===== config.mk =====
export PLATFORM = sky130hd
export DESIGN_NAME = sorted_unique_set_unit
export DESIGN_NICKNAME = d
export VERILOG_FILES = /design/src/sus_pkg.sv /design/src/sorted_unique_set_unit.sv
export SDC_FILE = /design/constraint.sdc
export NUM_CORES = 2
export LEC_CHECK = 0
export BUFFER_PORTS_ARGS = -buffer_cell sky130_fd_sc_hd__clkbuf_2
export CAP_MARGIN = 5
export CORE_MARGIN = 2
export CORE_UTILIZATION = 30
export DETAILED_ROUTE_END_ITERATION = 8
export GPL_ROUTABILITY_DRIVEN = 0
export SLEW_MARGIN = 30
export SYNTH_ARGS = -nofsm -noshare
export SYNTH_HDL_FRONTEND = slang
export SYNTH_SLANG_ARGS = --single-unit

===== constraint.sdc =====
create_clock -name clk -period 5.05 [get_ports clk]
set_clock_uncertainty 0.2 [all_clocks]
set_input_delay 0.505 -clock clk [delete_from_list [all_inputs] [get_ports clk]]
set_output_delay 0.505 -clock clk [all_outputs]
set_load 0.01 [all_outputs]

===== src/sus_pkg.sv =====
// types and codes shared by the sorted unique set unit
package sus_pkg;

	localparam int unsigned REQW  = 2;
	localparam int unsigned VALW  = 32;
	localparam int unsigned IDXW  = 5;
	localparam int unsigned STATW = 2;
	localparam int unsigned CNTW  = 6;

	localparam logic [REQW-1:0] REQ_INS  = 2'd0;
	localparam logic [REQW-1:0] REQ_DEL  = 2'd1;
	localparam logic [REQW-1:0] REQ_READ = 2'd2;

	localparam logic [STATW-1:0] STAT_DONE  = 2'd0;
	localparam logic [STATW-1:0] STAT_NOCHG = 2'd1;
	localparam logic [STATW-1:0] STAT_FULL  = 2'd2;
	localparam logic [STATW-1:0] STAT_RANGE = 2'd3;

	typedef struct packed {
		logic        [REQW-1:0] req_type;
		logic signed [VALW-1:0] value;
		logic        [IDXW-1:0] index;
	} req_t;

	typedef struct packed {
		logic        [STATW-1:0] status;
		logic signed [VALW-1:0]  read_value;
		logic        [CNTW-1:0]  count;
	} res_t;

endpackage


===== src/sorted_unique_set_unit.sv =====
// sorted unique set: ascending store of distinct values in one memory
//
//   channel   ports                 handshake
//   request   start, busy, req      item taken when start && !busy
//   result    done, res             done high for one cycle per item, no stall
//
// insert and delete scan the memory from the bottom, one read issued per cycle,
// then move the tail up or down one entry per cycle through the single
// read/write port pair.
// a read by index passes through the readout state; type 3 and out-of-range reads are answered straight from idle.
// reset clears the element count; memory contents need no clearing.
// results are registered, so a new item may be taken while one is shown.
module sorted_unique_set_unit #(
	parameter int unsigned CAPACITY = 32
) (
	input  logic          clk,
	input  logic          arst_n,
	input  logic          start,
	input  sus_pkg::req_t req,
	output logic          busy,
	output logic          done,
	output sus_pkg::res_t res
);
	import sus_pkg::*;

	localparam int unsigned AW   = $clog2(CAPACITY);
	localparam int unsigned CW   = $clog2(CAPACITY + 1);
	localparam int unsigned CMPW = (CW > IDXW) ? CW : IDXW;

	typedef enum logic [4:0] {
		S_IDLE   = 5'b00001,
		S_SEARCH = 5'b00010,
		S_SHIFT  = 5'b00100,
		S_PUT    = 5'b01000,
		S_RDOUT  = 5'b10000
	} state_t;

	state_t                 state_q;
	logic        [CW-1:0]   count_q;
	logic        [REQW-1:0] op_q;
	logic signed [VALW-1:0] val_q;
	logic        [CW-1:0]   ptr_q;
	logic        [CW-1:0]   left_q;
	logic        [CW-1:0]   pos_q;
	logic                   done_q;
	res_t                   res_q;

	logic                   rv_s1;
	logic        [AW-1:0]   ra_s1;
	logic signed [VALW-1:0] rdata_s1;

	logic signed [VALW-1:0] mem [CAPACITY];

	logic                   rd_en;
	logic        [AW-1:0]   rd_addr;
	logic                   wr_en;
	logic        [AW-1:0]   wr_addr;
	logic signed [VALW-1:0] wr_data;

	logic                   hit;
	logic                   scan_end;
	logic        [CW-1:0]   found_pos;
	logic                   found_eq;
	logic                   idx_ok;

	function automatic res_t mk_res(logic [STATW-1:0] st, logic signed [VALW-1:0] rv,
			logic [CW-1:0] c);
		res_t r;
		r.status     = st;
		r.read_value = rv;
		r.count      = CNTW'(c);
		return r;
	endfunction

	assign busy = (state_q != S_IDLE);
	assign done = done_q;
	assign res  = res_q;

	assign hit       = rv_s1 && !(rdata_s1 < val_q);
	assign scan_end  = hit || (!rv_s1 && !(ptr_q < count_q));
	assign found_pos = hit ? CW'(ra_s1) : count_q;
	assign found_eq  = hit && (rdata_s1 == val_q);
	assign idx_ok    = CMPW'(req.index) < CMPW'(count_q);

	// memory port control
	always_comb begin
		rd_en   = 1'b0;
		rd_addr = ptr_q[AW-1:0];
		wr_en   = 1'b0;
		wr_addr = ra_s1;
		wr_data = rdata_s1;
		case (state_q)
			S_IDLE: begin
				rd_addr = AW'(req.index);
				rd_en   = start && (req.req_type == REQ_READ);
			end
			S_SEARCH: begin
				rd_en = ptr_q < count_q;
			end
			S_SHIFT: begin
				rd_en   = left_q != '0;
				wr_en   = rv_s1;
				wr_addr = (op_q == REQ_INS) ? ra_s1 + AW'(1) : ra_s1 - AW'(1);
			end
			S_PUT: begin
				wr_en   = 1'b1;
				wr_addr = pos_q[AW-1:0];
				wr_data = val_q;
			end
			default: begin
			end
		endcase
	end

	always_ff @(posedge clk) begin
		if (wr_en) begin
			mem[wr_addr] <= wr_data;
		end
		if (rd_en) begin
			rdata_s1 <= mem[rd_addr];
		end
	end

	always_ff @(posedge clk or negedge arst_n) begin
		if (!arst_n) begin
			state_q <= S_IDLE;
			count_q <= '0;
			op_q    <= '0;
			val_q   <= '0;
			ptr_q   <= '0;
			left_q  <= '0;
			pos_q   <= '0;
			done_q  <= 1'b0;
			res_q   <= '0;
			rv_s1   <= 1'b0;
			ra_s1   <= '0;
		end else begin
			done_q <= 1'b0;
			case (state_q)
				S_IDLE: begin
					rv_s1 <= 1'b0;
					ptr_q <= '0;
					if (start) begin
						op_q  <= req.req_type;
						val_q <= req.value;
						case (req.req_type)
							REQ_INS, REQ_DEL: begin
								state_q <= S_SEARCH;
							end
							REQ_READ: begin
								if (idx_ok) begin
									state_q <= S_RDOUT;
								end else begin
									done_q <= 1'b1;
									res_q  <= mk_res(STAT_RANGE, '0, count_q);
								end
							end
							default: begin
								done_q <= 1'b1;
								res_q  <= mk_res(STAT_NOCHG, '0, count_q);
							end
						endcase
					end
				end
				S_SEARCH: begin
					rv_s1 <= rd_en;
					ra_s1 <= rd_addr;
					if (rd_en) begin
						ptr_q <= ptr_q + CW'(1);
					end
					if (scan_end) begin
						rv_s1 <= 1'b0;
						pos_q <= found_pos;
						if (op_q == REQ_INS) begin
							if (found_eq) begin
								done_q  <= 1'b1;
								res_q   <= mk_res(STAT_NOCHG, '0, count_q);
								state_q <= S_IDLE;
							end else if (count_q == CW'(CAPACITY)) begin
								done_q  <= 1'b1;
								res_q   <= mk_res(STAT_FULL, '0, count_q);
								state_q <= S_IDLE;
							end else begin
								left_q  <= count_q - found_pos;
								ptr_q   <= count_q - CW'(1);
								state_q <= S_SHIFT;
							end
						end else begin
							if (!found_eq) begin
								done_q  <= 1'b1;
								res_q   <= mk_res(STAT_NOCHG, '0, count_q);
								state_q <= S_IDLE;
							end else begin
								left_q  <= count_q - found_pos - CW'(1);
								ptr_q   <= found_pos + CW'(1);
								state_q <= S_SHIFT;
							end
						end
					end
				end
				S_SHIFT: begin
					rv_s1 <= rd_en;
					ra_s1 <= rd_addr;
					if (rd_en) begin
						left_q <= left_q - CW'(1);
						ptr_q  <= (op_q == REQ_INS) ? ptr_q - CW'(1) : ptr_q + CW'(1);
					end
					if (!rd_en && !rv_s1) begin
						if (op_q == REQ_INS) begin
							state_q <= S_PUT;
						end else begin
							count_q <= count_q - CW'(1);
							done_q  <= 1'b1;
							res_q   <= mk_res(STAT_DONE, '0, count_q - CW'(1));
							state_q <= S_IDLE;
						end
					end
				end
				S_PUT: begin
					count_q <= count_q + CW'(1);
					done_q  <= 1'b1;
					res_q   <= mk_res(STAT_DONE, '0, count_q + CW'(1));
					state_q <= S_IDLE;
				end
				S_RDOUT: begin
					done_q  <= 1'b1;
					res_q   <= mk_res(STAT_DONE, rdata_s1, count_q);
					state_q <= S_IDLE;
				end
				default: begin
					state_q <= S_IDLE;
				end
			endcase
		end
	end

endmodule

==> results list <==
* Unrepaired setup endpoints after global routing: no
- Reg2Reg Capture Point: left_q[5]
* Final standard cell utilization of the core: between 30% and 40%
- Maximum clock path buffer count: 3
- The number of nets handed over by synthesis was 2863.
- Hold violation count in the final report: 0
* First-pass iteration count of the detailed router: 7
- After synthesis, the share of cell area in mux cells is about an eighth.
- In this run the core area contains 145 standard-cell rows.
- After Yosys synthesis, full adders, half adders and majority gates account for 1.59% of the synthesized area.
- Synthesis handed over a netlist of about 2.8k instances.
- Port Buffer Count: 83
* Horizontal die dimension: ~400 microns
- Number of clock buffers inserted by TritonCTS: approximately 120
- Most common cell after layout, fill and taps aside: edfxtp_1
- Worst Setup Slack post-DPL: 119 ps
* Detailed-route DRC error count: 0
* First-pass GRT wire length: about 190 mm
- Compared with the post-synthesis result, the final layout area differs by 18.1%.
- DRC marker count from the first detailed-route iteration: about 3.4k
- After detailed routing, the average wire length per cell comes to roughly 25 microns.
* Required time of the critical path: roughly 5400 ps
* Minimum period implied by the final worst setup slack: around 4700 ps
* Total half-perimeter wirelength after legalization and detailed placement: between 70 and 80 mm
* Internal reg-to-reg setup slack: 360 ps
- Synthesized-area fraction occupied by and/or/nand/nor cells: a little under 7%
* CTS tree: built
- Headroom to the max-slew limit: about 38%
- For this block, the via count after detailed routing is approximately 27k.
- After global routing the overflow that remains totals 0.
- Dominant register cell in the synthesized netlist: edfxtp_1
* Number of enable flip-flop cells after synthesis: 1056
* Total GRT Usage: around 16%
- Most frequent cells in the layout: 1056 x edfxtp_1, 412 x nand2_1, 256 x mux4_2
- Worst Max-Slew Pin Slew: approximately 930 ps
- Area enclosed by the die boundary: 161000 sq um
* Cell-internal power: 21.2 mW
- Total of max-cap violations: 0
* Peak fanout along the critical path: 6
* Cell area power density: around 560 nW/um^2
- Following the worst setup path forward leads to its endpoint at left_q[5].
* Main combinational cell family by area after synthesis: multiplexers
- The via count of the first global-routing pass was roughly 26k.
- Setup slack closes at about 360 ps.
* Share of flip-flops with an asynchronous set or reset: about a tenth
- The critical path starts at rdata_s1[13].
- Run status: finished clean
- Worst-Skew Late Latency: about 700 ps
* Clock H-tree levels: 3
- Y dimension of the die: around 400 microns
- By startpoint and endpoint, the worst setup path is classified as reg -> reg.
- Fraction of power consumed by the clock network: between 20% and 30%
* Post-Place Cells: roughly 4.9k
- The worst register-to-register path begins at rdata_s1[13].
- Clock slew at reported path FFs: roughly 60 ps
* Max Transition Viols Final: 0
- IO Count: between 80 and 90
* Kind of start point of the critical path: register
- Worst reg2reg path depth: 20
- Sequential share of power: between 30% and 40%
- In this run the clock root is driven by a clkbuf_16.
* Post-layout net count: 3102
* Share of total power consumed by net switching: 32.9%
- In this run, distinct cell masters in the synthesized netlist total between 80 and 90.
- After layout, the design draws a total of around 32 mW.
- Once the floorplan was initialized, standard cells occupied a little under a third of the core.
* Worst-case vdd ir drop: 0.000367 V
- Number of endpoints failing setup at the final stage: 0
- Final sum of negative setup slack: 0 ps
* Number of synthesized register bits: around 1.2k
- Derived from the worst setup path, the maximum achievable clock frequency is around 210 MHz.
- Fraction of the mapped netlist area in compound gates: under 10%
* Type of the most critical hold path: in -> reg
* Yosys warning total: 0
* Via-to-Cell Ratio: 5.20
- Of the cells placed in the final design, the portion with a size suffix greater than 1 is around 24%.
- Post-route clock period utilization: between 90 and 100%
- The analysis attributes to net switching a power of 10.4 mW.
* Number of antenna violations at the first check in global routing: 3
- The worst setup path is captured at a register.
- STA puts the critical path data arrival time at 5080 ps.
* Share of the synthesized netlist area taken by xor and xnor gates: 0.499%
* Post-Synthesis Mean Instance Area: about 17 sq um
* Antenna fix cells: 0
- Seq/Total Area, Yosys: around 73%
* Routed Wire Length: approximately 130 mm
- Part of the power in combinational logic: 33.3%
* Leakage component of the power: approximately 19 nW
- Entering global routing, the biggest net connects roughly 80 pins.
- The count of nets left with antenna violations once routing finished came out at 0.
- Area of the core region: between 150000 and 200000 sq um
- For this run, the number of standard cells in the final layout without fillers is 5154.
- TritonCTS sink count: about 1.2k
- Summed instance area of the synthesized netlist: 47400 sq um
metrics by stage:
| step | hold WS [ps] | area [sq um] |
|---|---|---|
| after floorplan | 9.41 | 47400 |
| after global placement | 280 | 51700 |
| after detailed placement | 283 | 51800 |
| after CTS | 26.6 | 55900 |
| after global routing | 77.2 | 56000 |
| final | 64.0 | 56000 |
worst max-delay path, stage by stage (launching register included):
cell,delay [ps]
edfxtp_1,430
ha_1,330
nand4_1,180
nor4_2,380
o21ai_0,250
a41oi_2,270
o21a_1,180
o21ai_2,120
buf_4,190
a21oi_1,250
inv_1,130
fa_1,450
inv_1,70
a21o_1,110
a21oi_1,70
xnor2_1,150
nor3_1,230
xor2_1,190
xnor2_1,90
a211oi_1,230
a21oi_1,60
power groups by stage:
stage          clock [mW]  sequential [mW]  combinational (mW)
2_1_floorplan           0             12.5                6.81
6_report             8.71             12.3                10.5
4_1_cts              8.84             12.3                10.6
3_3_place_gp            0             12.5                10.4
3_5_place_dp            0             12.5                10.5
5_1_grt              9.21             12.4                11.4
synthesized netlist by cell type, types with 4 or more instances:
cell type	instances	share of area [%]
inv_1	55	0.44
and3_1	10	0.13
nor2_1	78	0.62
a21o_1	12	0.19
ha_1	57	1.5
nand4_1	10	0.13
nand2_1	412	3.3
mux2_2	6	0.14
nand2b_1	10	0.13
buf_1	28	0.22
nor2b_1	8	0.11
edfxtp_1	1056	67
a211oi_1	4	0.063
o21ai_0	125	1.3
mux4_2	256	12
nor3_1	8	0.085
mux2_4	8	0.25
buf_2	36	0.38
mux2i_1	11	0.23
xor2_1	9	0.17
a22o_1	32	0.59
o22ai_1	10	0.13
a311oi_1	4	0.074
xnor2_1	18	0.33
a221o_1	4	0.085
dfrtp_1	108	5.7
nand3_1	173	1.8
a21oi_1	51	0.54
clkbuf_1	84	0.67
layout make-up:
class,count,area (sq um)
fill,14500,101000
clock inverter,77,766
sequential,1165,34400
multi-input combinational,1391,12600
timing repair buffer,268,2270
tap,2058,2570
inverter,56,210
clock buffer,139,3070
worst min path at each step:
stage | start | to | slack, ps | cells after the start
4_1_cts | start | state_q[0] | 30 | 3
6_report | start | state_q[0] | 60 | 3
2_1_floorplan | arst_n | count_q[0] | 9 | 0
3_3_place_gp | op_q[1] | op_q[1] | 280 | 1
5_1_grt | start | state_q[0] | 80 | 3
3_5_place_dp | res[16] | res[16] | 280 | 1
state kept, by name (all words and copies together) (netlist names):
name      count
mem        1024
res          40
rdata_s1     32
val_q        32
count_q       6
left_q        6
ptr_q         6
pos_q         5
ra_s1         5
state_q       5
op_q          2
done          1
rv_s1         1
layer usage:
metal	global-route usage (%)	part of all wire, %	vias up
met5	0	0.0069	-
met4	4.14	2.5	2
met3	2.67	8.2	195
met2	24.7	46	1188
met1	23.1	43	14100
li1	-	-	11300
logic make-up (layout without fill, tap and decap cells):
kind of cell	count (synthesis)	in the layout
AO/OA/AOI/OAI	288	288
flip-flops	1165	1165
XOR/XNOR	27	27
adder cells (fa/ha/maj)	59	59
AND/OR/NAND/NOR	736	736
multiplexers	281	281
buffers and inverters	206	540
timing repair:
action	CTS	global route
endpoints found under the setup margin	0	1
resized for setup	0	4
buffers inserted	0	0
hold buffers	35	0
hold endpoints to repair	85	0
Power figures use the tool's default switching activity.
